File: src/sv/pcp_pkg.sv
package pcp_pkg;

	// Parser phases, one-hot
	typedef enum logic [5:0] {
		PH_SIG  = 6'b000001,
		PH_LEN  = 6'b000010,
		PH_TYPE = 6'b000100,
		PH_DATA = 6'b001000,
		PH_CRC  = 6'b010000,
		PH_HALT = 6'b100000
	} phase_t;

	// Result codes
	typedef enum logic [2:0] {
		EV_IHDR      = 3'd0,
		EV_SRGB      = 3'd1,
		EV_GAMA      = 3'd2,
		EV_PHYS      = 3'd3,
		EV_TIME      = 3'd4,
		EV_TEXT      = 3'd5,
		EV_BAD_SIG   = 3'd6,
		EV_BAD_FIRST = 3'd7
	} event_kind_t;

	// Chunk type codes, big-endian ASCII
	localparam logic [31:0] T_IHDR = 32'h4948_4452;
	localparam logic [31:0] T_SRGB = 32'h7352_4742;
	localparam logic [31:0] T_GAMA = 32'h6741_4D41;
	localparam logic [31:0] T_PHYS = 32'h7048_5973;
	localparam logic [31:0] T_TIME = 32'h7449_4D45;
	localparam logic [31:0] T_TEXT = 32'h7445_5874;

	// Number of data bytes captured: eight in the field word, five in the detail word
	localparam logic [31:0] FIELD_BYTES = 32'd8;
	localparam logic [31:0] DATA_BYTES  = 32'd13;

	// File signature byte at a given position
	function automatic logic [7:0] sig_byte(input logic [2:0] idx);
		logic [7:0] val;
		case (idx)
			3'd0:    val = 8'd137;
			3'd1:    val = 8'd80;
			3'd2:    val = 8'd78;
			3'd3:    val = 8'd71;
			3'd4:    val = 8'd13;
			3'd5:    val = 8'd10;
			3'd6:    val = 8'd26;
			3'd7:    val = 8'd10;
			default: val = 8'd10;
		endcase
		return val;
	endfunction

endpackage

File: src/sv/png_metadata_chunk_parser.sv
// PNG metadata parser, one file byte per transfer. It checks the eight-byte signature, requires
// IHDR as the first chunk and then walks the chunks, skipping every CRC unchecked. At the end of
// the first IHDR chunk, or of an sRGB, gAMA, pHYs or tIME chunk, it gives one result with the
// decoded fields; every tEXt data byte gives a result as it arrives; all other chunks are skipped.
// A bad signature or a bad first chunk gives an error result and the block then takes bytes but
// ignores them until reset. Throughput is one byte per clock while the result register is not
// stalled: each byte passes an input register and one shallow decode step (a 32-bit position
// increment and compare against the chunk length) into the result register. Only a stalled
// result register holds up the input side.
module png_metadata_chunk_parser (
	input  logic        clk,
	input  logic        arst_n,
	input  logic        byte_valid,
	output logic        byte_stall,
	input  logic [7:0]  stream_byte,
	output logic        event_valid,
	input  logic        event_stall,
	output logic [2:0]  event_kind,
	output logic [31:0] word_one,
	output logic [31:0] word_two,
	output logic [39:0] packed_detail,
	output logic [7:0]  small_value
);
	import pcp_pkg::*;

	// Input stage
	logic        byte_valid_s1;
	logic [7:0]  byte_s1;

	// Parser state
	phase_t      phase_q, phase_d;
	logic [31:0] pos_q, pos_d, pos_inc;
	logic [31:0] len_q, len_d;
	logic [31:0] type_q, type_d;
	logic        first_q, first_d;
	logic [63:0] fa_q, fa_d;
	logic [39:0] da_q, da_d;

	// Result register
	logic        ev_valid_q;
	event_kind_t kind_q;
	logic [31:0] w1_q, w2_q;
	logic [39:0] det_q;
	logic [7:0]  sv_q;

	// Decode outputs
	logic        res_valid;
	event_kind_t res_kind;
	logic [31:0] res_w1, res_w2;
	logic [39:0] res_det;
	logic [7:0]  res_sv;
	logic        finish;
	logic [2:0]  det_sel;

	logic adv, fire, load_in;

	// Flow control: the decode step moves when the result register is free or draining
	assign adv        = !ev_valid_q || !event_stall;
	assign fire       = byte_valid_s1 && adv;
	assign load_in    = !byte_valid_s1 || adv;
	assign byte_stall = !load_in;

	always_ff @(posedge clk or negedge arst_n) begin
		if (!arst_n) begin
			byte_valid_s1 <= 1'b0;
		end else if (load_in) begin
			byte_valid_s1 <= byte_valid;
		end
	end

	always_ff @(posedge clk) begin
		if (load_in && byte_valid) begin
			byte_s1 <= stream_byte;
		end
	end

	// Decode one byte against the current phase
	always_comb begin
		phase_d   = phase_q;
		pos_d     = pos_q;
		len_d     = len_q;
		type_d    = type_q;
		first_d   = first_q;
		fa_d      = fa_q;
		da_d      = da_q;
		res_valid = 1'b0;
		res_kind  = EV_IHDR;
		res_w1    = '0;
		res_w2    = '0;
		res_det   = '0;
		res_sv    = '0;
		finish    = 1'b0;
		pos_inc   = pos_q + 32'd1;
		det_sel   = 3'd4 - pos_q[2:0];

		case (phase_q)
			PH_SIG: begin
				if (byte_s1 != sig_byte(pos_q[2:0])) begin
					phase_d   = PH_HALT;
					res_valid = 1'b1;
					res_kind  = EV_BAD_SIG;
				end else if (pos_q[2:0] == 3'd7) begin
					phase_d = PH_LEN;
					pos_d   = '0;
				end else begin
					pos_d = pos_inc;
				end
			end
			PH_LEN: begin
				len_d = {len_q[23:0], byte_s1};
				pos_d = pos_inc;
				if (pos_q[1:0] == 2'd3) begin
					phase_d = PH_TYPE;
					pos_d   = '0;
				end
			end
			PH_TYPE: begin
				type_d = {type_q[23:0], byte_s1};
				pos_d  = pos_inc;
				if (pos_q[1:0] == 2'd3) begin
					pos_d = '0;
					fa_d  = '0;
					da_d  = '0;
					if (first_q && type_d != T_IHDR) begin
						phase_d   = PH_HALT;
						res_valid = 1'b1;
						res_kind  = EV_BAD_FIRST;
					end else if (len_q == '0) begin
						finish = 1'b1;
					end else begin
						phase_d = PH_DATA;
					end
				end
			end
			PH_DATA: begin
				// capture the first thirteen data bytes, earliest byte most significant
				if (pos_q < FIELD_BYTES) begin
					fa_d = fa_q | ({56'd0, byte_s1} << {~pos_q[2:0], 3'b000});
				end else if (pos_q < DATA_BYTES) begin
					da_d = da_q | ({32'd0, byte_s1} << {det_sel, 3'b000});
				end
				pos_d = pos_inc;
				if (type_q == T_TEXT && !first_q) begin
					res_valid = 1'b1;
					res_kind  = EV_TEXT;
					res_sv    = byte_s1;
					if (pos_inc == len_q) begin
						phase_d = PH_CRC;
						pos_d   = '0;
					end
				end else if (pos_inc == len_q) begin
					finish = 1'b1;
				end
			end
			PH_CRC: begin
				pos_d = pos_inc;
				if (pos_q[1:0] == 2'd3) begin
					phase_d = PH_LEN;
					pos_d   = '0;
					len_d   = '0;
					type_d  = '0;
				end
			end
			PH_HALT: begin
				phase_d = PH_HALT;
			end
			default: begin
				phase_d = phase_q;
			end
		endcase

		// End of chunk data: report the fields of known chunks
		if (finish) begin
			phase_d = PH_CRC;
			pos_d   = '0;
			case (type_d)
				T_IHDR: begin
					if (first_q) begin
						first_d   = 1'b0;
						res_valid = 1'b1;
						res_kind  = EV_IHDR;
						res_w1    = fa_d[63:32];
						res_w2    = fa_d[31:0];
						res_det   = da_d;
					end
				end
				T_SRGB: begin
					res_valid = 1'b1;
					res_kind  = EV_SRGB;
					res_sv    = fa_d[63:56];
				end
				T_GAMA: begin
					res_valid = 1'b1;
					res_kind  = EV_GAMA;
					res_w1    = fa_d[63:32];
				end
				T_PHYS: begin
					res_valid = 1'b1;
					res_kind  = EV_PHYS;
					res_w1    = fa_d[63:32];
					res_w2    = fa_d[31:0];
					res_sv    = da_d[39:32];
				end
				T_TIME: begin
					res_valid = 1'b1;
					res_kind  = EV_TIME;
					res_w1    = {16'd0, fa_d[63:48]};
					res_det   = fa_d[47:8];
				end
				default: begin
					res_valid = 1'b0;
				end
			endcase
		end
	end

	// Parser state update
	always_ff @(posedge clk or negedge arst_n) begin
		if (!arst_n) begin
			phase_q <= PH_SIG;
			pos_q   <= '0;
			len_q   <= '0;
			type_q  <= '0;
			first_q <= 1'b1;
		end else if (fire) begin
			phase_q <= phase_d;
			pos_q   <= pos_d;
			len_q   <= len_d;
			type_q  <= type_d;
			first_q <= first_d;
		end
	end

	// Data capture, cleared at every fourth type byte before use
	always_ff @(posedge clk) begin
		if (fire) begin
			fa_q <= fa_d;
			da_q <= da_d;
		end
	end

	// Result register
	always_ff @(posedge clk or negedge arst_n) begin
		if (!arst_n) begin
			ev_valid_q <= 1'b0;
		end else if (adv) begin
			ev_valid_q <= fire && res_valid;
		end
	end

	always_ff @(posedge clk) begin
		if (fire && res_valid) begin
			kind_q <= res_kind;
			w1_q   <= res_w1;
			w2_q   <= res_w2;
			det_q  <= res_det;
			sv_q   <= res_sv;
		end
	end

	assign event_valid   = ev_valid_q;
	assign event_kind    = kind_q;
	assign word_one      = w1_q;
	assign word_two      = w2_q;
	assign packed_detail = det_q;
	assign small_value   = sv_q;

	// Halted parser never produces a result
	a_halt_silent: assert property (@(posedge clk) disable iff (!arst_n)
		fire && phase_q == PH_HALT |=> !ev_valid_q)
		else $error("result produced while halted");

	// Error results always leave the parser halted
	a_err_halts: assert property (@(posedge clk) disable iff (!arst_n)
		fire && res_valid && (res_kind == EV_BAD_SIG || res_kind == EV_BAD_FIRST)
		|=> phase_q == PH_HALT)
		else $error("error result without halt");

	// First-chunk flag clears only together with the IHDR result
	a_first_ihdr: assert property (@(posedge clk) disable iff (!arst_n)
		$fell(first_q) |-> ev_valid_q && kind_q == EV_IHDR)
		else $error("first-chunk flag cleared without IHDR result");

	// Text bytes come only after the first chunk is done
	a_text_after_first: assert property (@(posedge clk) disable iff (!arst_n)
		fire && res_valid && res_kind == EV_TEXT |-> !first_q)
		else $error("text byte reported during first chunk");

	// Short phases keep their position counter in range
	a_crc_pos: assert property (@(posedge clk) disable iff (!arst_n)
		phase_q == PH_CRC || phase_q == PH_LEN || phase_q == PH_TYPE |-> pos_q < 32'd4)
		else $error("position counter out of range");

endmodule

File: config.mk
export PLATFORM = sky130hd
export DESIGN_NAME = png_metadata_chunk_parser
export DESIGN_NICKNAME = d
export VERILOG_FILES = /design/src/sv/pcp_pkg.sv /design/src/sv/png_metadata_chunk_parser.sv
export SDC_FILE = /design/constraint.sdc
export NUM_CORES = 1
export LEC_CHECK = 0
export BUFFER_PORTS_ARGS = -buffer_cell sky130_fd_sc_hd__buf_2
export CAP_MARGIN = 0
export CORE_ASPECT_RATIO = 1.75
export CORE_MARGIN = 3
export CORE_UTILIZATION = 25
export CTS_BUF_LIST = sky130_fd_sc_hd__clkbuf_4
export CTS_CLUSTER_SIZE = 40
export DETAILED_ROUTE_END_ITERATION = 10
export HOLD_SLACK_MARGIN = 0.03
export PLACE_DENSITY = 0.47
export SYNTH_ARGS = -nofsm -noshare
export SYNTH_HDL_FRONTEND = slang
export SYNTH_SLANG_ARGS = --single-unit
File: constraint.sdc
create_clock -name clk -period 9.9 [get_ports clk]
set_input_delay 1.485 -clock clk [delete_from_list [all_inputs] [get_ports clk]]
set_output_delay 1.485 -clock clk [all_outputs]
set_load 0.01 [all_outputs]
==> reports/results.ini <==
[die]
fp.dieH_um = 349
placementRows = 125
core-area_um2 = 66500
initial_core_util_pct = 25.2
ios = 129
die_width_um = 202
die_area_um2 = 70400

[placed_design]
dpl-instance-area_um2 = 18200
hpwl_mm = 41.6
routabilityCongestion = 0.841
numPortBuffers = 128

[setup_path]
crit_slowest_cell = dfrtp_1
start_kind = flop
cp_cell_sequence = ha_1 > nand3_1 > o41a_1 > or4_1 > o211ai_1 > o2111ai_1 > or4_1 > o31ai_4 > buf_4 > a21boi_1 > nor2_4 > buf_4
worstPathMaxFanout = 63
critical_path_required_ns = 10.32
slowest_delay_ns = 0.89
worstPathArrival_ns = 6.75
endpoint_kind = flop
path_class = reg2reg

[timing]
min_period_over_period_pct = 64.0
period_needed_ns = 6.33
fin_worst_skew_ns = 0.0668
rsz0062_at_grt = no
tns_ns = 0
hold_viol = 0
setup_viol = 0
maxSlewViolCount = 0
tightest_slew_ns = 1.16
fmax_ghz = 0.158
max_slew_margin_pct = 22.2

[synthesis]
async_flop_share_pct = 31.6
synth_top_area_share_pct = 40.6
yosysTopAreaCell = edfxtp_1
ys_types = 76
synth_area_leaders = edfxtp_1 41%, dfrtp_1 15%, nand2_1 3.8%
syn-cell-area_um2 = 16800
syn-num-nets = 1642
synth_ff_type = edfxtp_1
syn_area_per_cell_um2 = 10.3
syn_inst = 1622
ys_seq_elements = 332
yosys-top-cells-count = 227 x edfxtp_1, 169 x nand2_1, 119 x inv_1
synth_edf_count = 227
yosys_warnings = 0
ys_seq_area_share_pct = 56.3
synth_most_common_cell = edfxtp_1

[routing]
antenna_left = 0
routed_via_density = 5.05
drc_errors = 0
drt_iter0_drc = 991
drtPass1Iterations = 5
vias = 13512
routedWlPerCell_um = 22.1
wl_mm = 59.1

[global_route]
grt_pass1_vias = 13906
antenna_found_initial = 4
grt_usage_pct = 16.6
grt_pass1_wl_mm = 89.2
overflow = 0
grt_max_degree = 81

[final_layout]
layout-drive-gt1-share_pct = 16.9
fillers = 6986
fin_area_um2 = 19200
fin_nets = 1745
fin_util_pct = 28.9
area_growth_pct = 14.6

[power_and_ir_drop]
cellPowerDensity_nw_per_um2 = 138
max-vdd-ir-drop_mv = 0.0803
leakagePower_nw = 7.54

[clock_tree]
cts_setup_buffers = 0
clock_latency_ns = 0.82
htreeDepth = 3
root_buffer = clkbuf_4
clockBufferDepth = 3
clk_pin_slew_ns = 0.07
tritoncts = done
cts_made_buffers = 80
clock-sinks = 332
ctsHoldBuffers = 0
cts_resized = 0

[status]
run_status = finished clean

[min_path]
hold_class = reg2reg

[flow_run]
cap_violations = 0

-- state kept, by name, indices dropped and copies added, names as in the netlist --
register / cells
byte_s1: 8
byte_valid_s1: 1
da_q: 40
event_kind: 3
event_valid: 1
fa_q: 64
first_q: 1
len_q: 32
packed_detail: 40
phase_q: 6
pos_q: 32
small_value: 8
type_q: 32
word_one: 32
word_two: 32
-- worst max-delay path: cells and delay by family, from the launching register on --
family,cells,cell delay (ns)
adders and majority gates,1,0.64
buffers and inverters,2,1.04
and+or+nand+nor,4,1.91
DFF,1,0.89
AOI/OAI and AO/OA,5,1.33
-- layout make-up --
type                            instances  area [um2]  area share, %
Inverter                              120         453           2.36
Antenna cell                            3        7.51         0.0391
Clock buffer                          104         781           4.06
Clock inverter                         38         201           1.05
Sequential cell                       332        9450           49.2
Timing Repair Buffer                  149         801           4.17
Multi-Input combinational cell       1042        6420           33.4
Tap cell                              889        1110           5.79
-- logic make-up after synthesis --
group	synth area share [%]
flops	56.3
mux	0.500
compound gates	16.1
simple gates	18.5
fa+ha+maj	0.597
buf+inv	5.72
xor+xnor	2.30
-- cell usage in the layout (no fill, tap or decap), types with 21 or more instances in the layout --
master	count
xor2_1	21
nor4_1	38
o21ai_0	85
buf_2	127
a21oi_1	23
buf_4	22
nand4_1	49
dfrtp_1	103
nand2_1	168
edfxtp_1	227
nor3_1	28
a22oi_1	80
a22o_1	38
nor2_1	90
inv_1	119
and3_1	29
clkbuf_4	104
xnor2_1	23
o22ai_1	59
nand3_1	50
-- metrics by stage --
stage / hold slack [ns] / cells / power, mW / setup WS [ns]
global route: 0.515 / 2676 / 2.78 / 3.13
CTS: 0.491 / 2674 / 2.70 / 3.54
detailed placement: 0.481 / 2532 / 1.55 / 3.61
finish: 0.487 / 2677 / 2.65 / 3.57
floorplan: 0.441 / 1622 / 1.53 / 1.06
global placement: 0.476 / 2532 / 1.55 / 3.60
-- metal layers --
| metal | up-vias | part of all wire (%) | track usage [%] |
|---|---|---|---|
| li1 | 6313 | - | - |
| met1 | 6628 | 37 | 17.9 |
| met2 | 429 | 53 | 30.6 |
| met3 | 140 | 4.0 | 2.66 |
| met4 | 2 | 5.7 | 9.49 |
| met5 | - | 0.022 | 0 |
-- where the power goes --
part | switching, mW | internal, mW
clock | 0.599 | 0.526
sequential | 0.00876 | 1.48
combinational | 0.0293 | 0.00611
total | 0.637 | 2.01
-- final timing paths --
check / start / cells after the start / endpoint / slack [ns]
min in group asynchronous: arst_n / 1 / type_q[2]$_DFFE_PN0P_ / 0.65
hold reg to reg: first_q$_DFFE_PN1P_ / 2 / first_q$_DFFE_PN1P_ / 0.49
hold / removal: first_q$_DFFE_PN1P_ / 2 / first_q$_DFFE_PN1P_ / 0.49
setup reg to reg: pos_q[0]$_DFFE_PN0P_ / 12 / packed_detail[8]$_SDFFCE_PP0P_ / 3.57
setup / recovery: pos_q[0]$_DFFE_PN0P_ / 12 / packed_detail[8]$_SDFFCE_PP0P_ / 3.57
max in group asynchronous: arst_n / 2 / len_q[27]$_DFFE_PN0P_ / 7.92
Power figures use the tool's default switching activity.
